==> config.mk <==
export PLATFORM = sky130hd
export DESIGN_NAME = olt_cell
export DESIGN_NICKNAME = d
export VERILOG_FILES = /design/src/olt_pkg.sv /design/src/olt_cell.sv
export SDC_FILE = /design/constraint.sdc
export NUM_CORES = 1
export LEC_CHECK = 0
export ABC_AREA = 1
export BUFFER_PORTS_ARGS = -buffer_cell sky130_fd_sc_hd__buf_2
export CORE_ASPECT_RATIO = 0.75
export CORE_MARGIN = 4
export CORE_UTILIZATION = 38
export DETAILED_ROUTE_END_ITERATION = 8
export GPL_ROUTABILITY_DRIVEN = 0
export GPL_TIMING_DRIVEN = 0
export PLACE_DENSITY = 0.78
export SLEW_MARGIN = 20
export SYNTH_ARGS = -nofsm -noshare
export SYNTH_HDL_FRONTEND = slang
export SYNTH_SLANG_ARGS = --single-unit
==> constraint.sdc <==
create_clock -name aclk -period 1.65 [get_ports aclk]
set_clock_uncertainty 0.1 [all_clocks]
set_input_delay 0.0825 -clock aclk [delete_from_list [all_inputs] [get_ports aclk]]
set_output_delay 0.0825 -clock aclk [all_outputs]
set_load 0.1 [all_outputs]
==> src/olt_pkg.sv <==
// Package for the ordered list table: sizes, request and status codes,
// the per-cell control bundle and the prefix-OR helper.
// No dependencies.
package olt_pkg;

    localparam int CAPACITY    = 256;
    localparam int VALUE_WIDTH = 32;
    localparam int IDX_W       = $clog2(CAPACITY);
    localparam int CNT_W       = IDX_W + 1;
    localparam int LEN_W       = 9;
    localparam int POS_W       = 8;
    localparam int ITEM_W      = 32;
    localparam int REQ_W       = 3;
    localparam int STAT_W      = 2;
    localparam int SCAN_STEPS  = $clog2(CAPACITY);

    localparam logic [REQ_W-1:0] REQ_APPEND  = 3'd0;
    localparam logic [REQ_W-1:0] REQ_INSERT  = 3'd1;
    localparam logic [REQ_W-1:0] REQ_READ    = 3'd2;
    localparam logic [REQ_W-1:0] REQ_DEL_VAL = 3'd3;
    localparam logic [REQ_W-1:0] REQ_DEL_POS = 3'd4;

    localparam logic [STAT_W-1:0] STAT_OK       = 2'd0;
    localparam logic [STAT_W-1:0] STAT_FULL     = 2'd1;
    localparam logic [STAT_W-1:0] STAT_BADPOS   = 2'd2;
    localparam logic [STAT_W-1:0] STAT_NOTFOUND = 2'd3;

    typedef logic [VALUE_WIDTH-1:0] value_t;

    // Control for one cell in one cycle. Load wins over shifting.
    typedef struct packed {
        logic load;     // take the new value
        logic shift_up; // take the value of the cell below
        logic shift_dn; // take the value of the cell above
        logic cmp_en;   // register the comparison against the search value
    } cell_ctrl_t;

    // Bit i of the result is set when any bit at or below i is set.
    function automatic logic [CAPACITY-1:0] prefix_or(input logic [CAPACITY-1:0] vec);
        logic [CAPACITY-1:0] acc;
        acc = vec;
        for (int s = 0; s < SCAN_STEPS; s++) begin
            acc = acc | (acc << (1 << s));
        end
        return acc;
    endfunction

endpackage

==> src/olt_cell.sv <==
// One storage cell of the ordered list: a value register that loads, takes
// a neighbour's value, and registers an equality match against a search value.
// Depends on olt_pkg.
module olt_cell (
    input  logic                aclk,
    input  olt_pkg::cell_ctrl_t ctrl,
    input  olt_pkg::value_t     new_value,
    input  olt_pkg::value_t     below_value,
    input  olt_pkg::value_t     above_value,
    input  olt_pkg::value_t     search_value,
    output olt_pkg::value_t     value_out,
    output logic                match_out
);

    olt_pkg::value_t value_reg;
    logic            match_reg;

    always_ff @(posedge aclk) begin
        if (ctrl.load) begin
            value_reg <= new_value;
        end else if (ctrl.shift_up) begin
            value_reg <= below_value;
        end else if (ctrl.shift_dn) begin
            value_reg <= above_value;
        end
        if (ctrl.cmp_en) begin
            match_reg <= (value_reg == search_value);
        end
    end

    assign value_out = value_reg;
    assign match_out = match_reg;

endmodule

==> results of run 1 <==
metal layers:
layer  routed length, µm  GRT usage (%)
met1                3011          22.37
met2                3663          33.54
met3                 637          5.581
met4                  91          4.911
met5                   0              0
registers in the layout, indices dropped and copies added, names as in the netlist:
signal and cells:
value_out 32, match_out 1
per-stage QoR:
step	worst slack [ns]	util (%)	hold slack (ns)	power (mW)	setup TNS [ns]
CTS	0.3420	56.95	0.009226	3.025	0
global placement	-0.4176	55.36	0.1843	2.419	-13.34
floorplan	-0.08007	-	0.09500	2.113	-0.08007
global route	0.2451	56.95	0.01812	3.158	0
finish	0.3514	56.95	0.02058	2.992	0
detailed placement	0.04578	55.40	0.1846	2.448	0
power by group through the flow:
stage	Clock, mW	Sequential [mW]	Combinational, mW
6_report	0.565	1.11	1.32
5_1_grt	0.626	1.12	1.41
4_1_cts	0.590	1.11	1.33
3_5_place_dp	0	1.13	1.32
3_3_place_gp	0	1.12	1.30
2_1_floorplan	0	1.80	0.311
how the worst max path moves through the flow:
| stage | startpoint | to | slack, ns |
|---|---|---|---|
| 2_1_floorplan | value_out[25] | match_out | -0.08 |
| 3_3_place_gp | ctrl[3] | value_out[5] | -0.42 |
| 3_5_place_dp | ctrl[3] | value_out[1] | 0.05 |
| 4_1_cts | value_out[2] | value_out[2] | 0.34 |
| 5_1_grt | ctrl[3] | value_out[27] | 0.25 |
| 6_report | ctrl[3] | value_out[12] | 0.35 |
kinds of logic (layout without fill, tap and decap cells):
logic type	count (synthesis)	count (layout)	share of synthesized area, %
xor+xnor	3	3	1.121
buf+inv	63	235	12.22
simple gates	184	184	29.46
compound gates	64	64	14.94
flops	33	33	42.26
cell usage after synthesis:
cell	number
sky130_fd_sc_hd__edfxtp_1	33
sky130_fd_sc_hd__nand2_1	108
sky130_fd_sc_hd__xor2_1	3
sky130_fd_sc_hd__a21oi_1	56
sky130_fd_sc_hd__inv_2	2
sky130_fd_sc_hd__nor2_1	76
sky130_fd_sc_hd__buf_2	7
sky130_fd_sc_hd__buf_4	3
sky130_fd_sc_hd__buf_6	4
sky130_fd_sc_hd__a21oi_2	8
sky130_fd_sc_hd__inv_1	47
layout make-up:
type                       instances  share of cell area, %
buffer                            14                  3.061
sequential                        33                  29.56
clock buffer                       5                  2.053
inverter                          49                  5.487
tap                               78                  2.912
multi-input combinational        251                  31.92
clock inverter                     3                 0.3733
timing repair buffer             164                  24.64
worst max-delay path: cells and delay by family:
kind / cells / cell delay, ns
simple gates: 1 / 0.58
buf+inv: 3 / 0.41
what timing repair did:
action,in CTS,in global routing
endpoints found under the hold margin,1,0
buffers inserted,0,0
hold buffers,1,0
==> Implementation_results.wiki, run 1 <==
{| class="wikitable"
! Metric !! Value
|-
| Run status || complete, no violations
|-
| Clock tree from TritonCTS || done
|-
| Required time of the critical path || 1.45 ns
|-
| Pleak || 1.895 nW
|-
| Sequential element share of the synthesized area || 42.26%
|-
| Filler cells || 564
|-
| Maximum single-stage delay on the critical path || 0.58 ns
|-
| Number of cell rows || 24
|-
| Sink Count || 33
|-
| Post-synth cell types || 11
|-
| Reg2Reg Setup Slack || 0.39 ns
|-
| Final instance count without filler cells || 597
|-
| Max rail drop VDD || 431.5 µV
|-
| Setup repair after global routing missed its margin || false
|-
| Net switching power || 1.353 mW
|-
| Design Area, Final || 0.003352 mm²
|-
| Routed Antenna Nets || 0
|-
| Post-Syn Area || 0.002345 mm²
|-
| Root cell of the clock tree || sky130_fd_sc_hd__clkbuf_8
|-
| Final wirelength || 7.403 mm
|-
| Clock buffer count from CTS || 5
|-
| Proportion of power drawn by combinational gates || 44.2%
|-
| Remaining Overflow, GRT || 0
|-
| Reg2reg end || match_out
|-
| Post-Place Cells || 588
|-
| Worst Path Max Fanout || 32
|-
| Worst-case clock buffer depth || 2
|-
| Critical register-to-register path startpoint || value_out[28]
|-
| Synthesized instance count || 347
|-
| Count of inserted antenna diode cells || 0
|-
| Number of nets in the final layout || 651
|-
| Fraction of power consumed by sequential logic || 36.9%
|-
| Count of input and output buffers || 163
|-
| Fraction of final layout cells sized beyond drive strength 1 || 37.38%
|-
| Final setup fails || 0
|-
| Combined flip-flop and latch cell area || 991.0 µm²
|-
| Count of final max-slew check failures || 0
|-
| Worst Hold Depth || 3
|-
| Synthesized area per cell || 6.757 µm²
|-
| Critical-path cell list || buf_2 -> inv_2 -> buf_4 -> nand2_2
|-
| Starting density of the core || 39.84%
|-
| Drc violations || 0
|-
| Fin crit period || 1.299 ns
|-
| CP Class || in -> reg
|-
| Die Wd || 98.71 µm
|-
| Global-route wire length before repair || 11.34 mm
|-
| Placed wire-length estimate after detailed placement || 6.095 mm
|-
| Worst Max-Slew Pin Slew || 0.7828 ns
|-
| Class of the tightest hold or removal check || in -> reg
|-
| Vias per inst || 4.487
|-
| Multi-input gate area in the final layout || 0.001070 mm²
|-
| Router iterations before antenna repair || 4
|-
| Top-level I/O count || 166
|-
| Die outline height || 76.03 µm
|-
| Vias in the first global route || 2522
|-
| Period utilization || 78.70%
|-
| WL/cell || 12.40 µm
|-
| Leading post-synthesis cells by cell area || sky130_fd_sc_hd__edfxtp_1 (42%), sky130_fd_sc_hd__nand2_1 (17%), sky130_fd_sc_hd__nor2_1 (12%)
|-
| Achievable frequency || 770.0 MHz
|-
| Hold Crit Start || new_value[29]
|-
| Max-cap violation count || 0
|-
| Maximum number of pins on one net before global-route repair || 33
|-
| FF+latch count, synth || 33
|-
| Initial antenna violation count || 0
|-
| Overall Global Routing Usage || 18.94%
|-
| Most used cells in the layout excluding fill and tap cells || sky130_fd_sc_hd__buf_2 (170), sky130_fd_sc_hd__nand2_1 (107), sky130_fd_sc_hd__nor2_1 (76)
|-
| Number of hold-slack violations in the final timing report || 0
|-
| Sink of the worst hold path || value_out[29]
|-
| Iteration-0 DRC Markers || 75
|-
| Cell area reported after detailed placement || 0.003261 mm²
|-
| Synth top area share || 42.26%
|-
| Worst Reg2Reg Path Length in Cells || 6
|-
| Quantity of gates resized following cts || 0
|-
| Clock-pin slew on the worst setup and hold paths || 0.07 ns
|-
| Clk pwr share || 18.9%
|-
| Internal power || 1.639 mW
|-
| Crit start category || primary input
|-
| Largest area contributor in the synthesized netlist || sky130_fd_sc_hd__edfxtp_1
|-
| Synthesis warning total || 0
|-
| CTS HTree Levels || 2
|-
| Post-synth net total || 480
|-
| Critical-path cell with the highest stage delay || sky130_fd_sc_hd__nand2_2
|-
| Synthesis-to-layout area growth || 42.96%
|-
| Clock Latency Late Sink || 0.28 ns
|-
| Std-Cell Core Area || 0.005886 mm²
|-
| CP endpoint kind || flop
|-
| Most common library cell in the layout ignoring fill and taps || sky130_fd_sc_hd__buf_2
|-
| Data arrival, critical path || 1.10 ns
|-
| Power per Cell Area || 892.5 mW/mm²
|-
| Relative slew slack || 47.63%
|-
| Vias || 2679
|-
| Overall die area || 0.007504 mm²
|-
| Switching power as a share of total power || 45.23%
|}
(Power assumes the default switching activity.)
==> run 2, diff against run 1 <==
==> constraint.sdc (replaced) <==
create_clock -name aclk -period 1.15 [get_ports aclk]
set_clock_uncertainty 0.1 [all_clocks]
set_input_delay 0.0575 -clock aclk [delete_from_list [all_inputs] [get_ports aclk]]
set_output_delay 0.0575 -clock aclk [all_outputs]
set_load 0.1 [all_outputs]
==> run 2 against run 1 <==
Against the previous run:
- utilization grew 5.4 points
- non-clock buffer count is 13 higher
- sequential cell count unchanged
- first-iteration DRC count rose by 9.3%
- cell area grew 9.4%
- the flow now finishes with violations (setup timing)
- critical path type is now reg -> reg
- die area is the same
- critical path depth grew 3
- sequential power grew 43%
- largest power group unchanged
- routed wire length up 3.2%
- clock-buffer cell count up 3
==> Implementation_results.wiki, run 2 (synthesized netlist as in run 1, its figures left out) <==
{| class="wikitable"
! Metric !! Value
|-
| Critical-path cell list || nor2_1 -> nor2_1 -> nor2_1 -> nand2_1 -> nor2_1 -> nand2_1 -> nor2_2
|-
| Maximum number of pins on one net before global-route repair || 33 (unchanged)
|-
| Post-Place Cells || 588 (unchanged)
|-
| Count of final max-slew check failures || 0 (unchanged)
|-
| Most common library cell in the layout ignoring fill and taps || sky130_fd_sc_hd__buf_2
|-
| Vias in the first global route || 2704 (+7.2%)
|-
| Data arrival, critical path || 1.34 ns (+0.24 ns)
|-
| Worst Reg2Reg Path Length in Cells || 7 (+1)
|-
| Number of hold-slack violations in the final timing report || 0 (unchanged)
|-
| Global-route wire length before repair || 11.90 mm (+5.0%)
|-
| Minimum hold slack || 0.008242 ns (-0.01234 ns)
|-
| Critical register-to-register path startpoint || value_out[18]
|-
| Achievable frequency || 769.7 MHz
|-
| Setup slack of the critical path after layout || -0.1491 ns (-0.5005 ns)
|-
| Drc violations || 0 (unchanged)
|-
| Iteration-0 DRC Markers || 82 (+9.3%)
|-
| Starting density of the core || 39.84% (unchanged)
|-
| Std-Cell Core Area || 0.005886 mm² (unchanged)
|-
| Top-level I/O count || 166 (unchanged)
|-
| Clock-pin slew on the worst setup and hold paths || 0.06 ns (about the same)
|-
| Share of the core filled with cells in the final layout || 62.33% (+5.4 points)
|-
| Clock Latency Late Sink || 0.27 ns (about the same)
|-
| Reg2Reg Setup Slack || -0.15 ns (-0.54 ns)
|-
| Count of input and output buffers || 163 (unchanged)
|-
| Remaining Overflow, GRT || 0 (unchanged)
|-
| Router iterations before antenna repair || 4 (unchanged)
|-
| Die outline height || 76.03 µm (unchanged)
|-
| Pleak || 2.027 nW (+7.0%)
|-
| Max FFs per register || 32 (unchanged)
|-
| Setup repair after global routing missed its margin || true
|-
| Vias || 2843 (+6.1%)
|-
| Worst Path Max Fanout || 3 (-91%)
|-
| Run status || complete, but fails checks
|-
| Number of cell rows || 24 (unchanged)
|-
| Worst Hold Depth || 3 (unchanged)
|-
| Final instance count without filler cells || 610 (+2.2%)
|-
| Class of the tightest hold or removal check || in -> reg
|-
| Vias per inst || 4.661 (+3.9%)
|-
| CP Class || reg -> reg
|-
| Most used cells in the layout excluding fill and tap cells || sky130_fd_sc_hd__buf_2 (137), sky130_fd_sc_hd__nand2_1 (107), sky130_fd_sc_hd__nor2_1 (73)
|-
| Maximum single-stage delay on the critical path || 0.41 ns (-0.17 ns)
|-
| Design Area, Final || 0.003669 mm² (+9.4%)
|-
| Initial antenna violation count || 0 (unchanged)
|-
| Hold Crit Start || new_value[7]
|-
| Fraction of final layout cells sized beyond drive strength 1 || 38.16% (+0.78 points)
|-
| Final wirelength || 7.641 mm (+3.2%)
|-
| Max-cap violation count || 0 (unchanged)
|-
| Critical-path cell with the highest stage delay || sky130_fd_sc_hd__edfxtp_1
|-
| Number of nets in the final layout || 664 (+2.0%)
|-
| Worst-case clock buffer depth || 2 (unchanged)
|-
| Period utilization || 113.0%
|-
| Post-placement setup slack || -0.2023 ns (-0.2481 ns)
|-
| Crit start category || flop
|-
| CP endpoint kind || flop
|-
| Fin crit period || 1.299 ns
|-
| Sink Count || 33 (unchanged)
|-
| Clock tree from TritonCTS || done
|-
| Synthesis-to-layout area growth || 56.46%
|-
| Placed wire-length estimate after detailed placement || 5.943 mm (-2.5%)
|-
| Reg2reg end || match_out
|-
| Overall die area || 0.007504 mm² (unchanged)
|-
| Worst Max-Slew Pin Slew || 0.4501 ns (-0.3327 ns)
|-
| Count of inserted antenna diode cells || 0 (unchanged)
|-
| CTS HTree Levels || 2 (unchanged)
|-
| Final setup fails || 6 (+6)
|-
| Routed Antenna Nets || 0 (unchanged)
|-
| WL/cell || 12.53 µm (+1.0%)
|-
| Die Wd || 98.71 µm (unchanged)
|-
| CP delay by family, top || simple AND/OR/NAND/NOR gates
|-
| Power per Cell Area || 1245 mW/mm² (+40%)
|-
| Sink of the worst hold path || value_out[7]
|-
| Cell area reported after detailed placement || 0.003266 mm² (+0.15%)
|-
| Root cell of the clock tree || sky130_fd_sc_hd__clkbuf_8
|-
| Max rail drop VDD || 565.1 µV (+31%)
|-
| Overall Global Routing Usage || 19.48% (+0.54 points)
|-
| Required time of the critical path || 1.19 ns (-0.26 ns)
|-
| Relative slew slack || 69.97% (+22 points)
|-
| Failing checks || setup timing
|-
| Most common cell on crit path || sky130_fd_sc_hd__nor2_1
|-
| Clock buffer count from CTS || 5 (unchanged)
|-
| WP buf/inv || 0 (-3)
|}
## run 2: cell types whose count changed in the layout (fill, tap and decap cells not counted), moves of 3 or more
cell	before	now
sky130_fd_sc_hd__buf_2	170	137
sky130_fd_sc_hd__buf_6	4	10
sky130_fd_sc_hd__buf_4	3	30
sky130_fd_sc_hd__dlygate4sd3_1	1	7
sky130_fd_sc_hd__nor2_2	0	3
sky130_fd_sc_hd__nor2_1	76	73
sky130_fd_sc_hd__clkbuf_1	0	3
sky130_fd_sc_hd__buf_12	0	7
## run 2: stage by stage
step	total power, mW	setup TNS, ns
final	4.569	-0.3060
after floorplan	3.033	-0.5801
after global routing	4.815	-0.8030
after global placement	3.469	-6.007
after detailed placement	3.504	-6.549
after CTS	4.465	-0.2718
## run 2: what timing repair did
item                       in CTS  in global routing
hold endpoints to repair        7                  0
buffers inserted                1                  7
hold buffers                    7                  0
cloned                          0                  0
setup endpoints to repair      34                 18
pin swaps                       5                  6
resized for setup              37                 28
## run 2: tightest hold or removal path: stages
cell	delay, ns
sky130_fd_sc_hd__buf_2	0.08
sky130_fd_sc_hd__nor2_1	0.03
sky130_fd_sc_hd__a21oi_1	0.10
## run 2: where the power goes
| part | total (mW) | switching, mW | leakage (nW) | internal [mW] |
|---|---|---|---|---|
| logic | 2.15 | 1.48 | 1.65 | 0.670 |
| registers | 1.59 | 0.105 | 0.339 | 1.49 |
| clock network | 0.826 | 0.396 | 0.0395 | 0.430 |
| total | 4.57 | 1.98 | 2.03 | 2.59 |
## run 2: per-layer routing
layer | share of wire [%] | track usage (%) | up-vias
met4 | 0.67 | 4.775 | 0
li1 | - | - | 1446
met3 | 8.4 | 4.666 | 4
met2 | 51 | 35.56 | 122
met5 | 0 | 0 | -
met1 | 40 | 22.89 | 1271
## run 2: layout make-up
cell class                      instances  area (µm²)
Tap cell                               78       97.59
Clock buffer                            8       80.08
Buffer                                 14       102.6
Fill cell                             535        2217
Inverter                               49       183.9
Timing Repair Buffer                  177        1131
Sequential cell                        33       991.0
Multi-Input combinational cell        251        1082
## run 2: worst max-delay path by stage
stage / startpoint / endpoint / cells past startpoint
finish: value_out[18] / match_out / 7
global route: value_out[18] / match_out / 7
CTS: value_out[0] / match_out / 7
detailed placement: ctrl[3] / value_out[12] / 4
global placement: ctrl[3] / value_out[13] / 4
floorplan: value_out[25] / match_out / 8
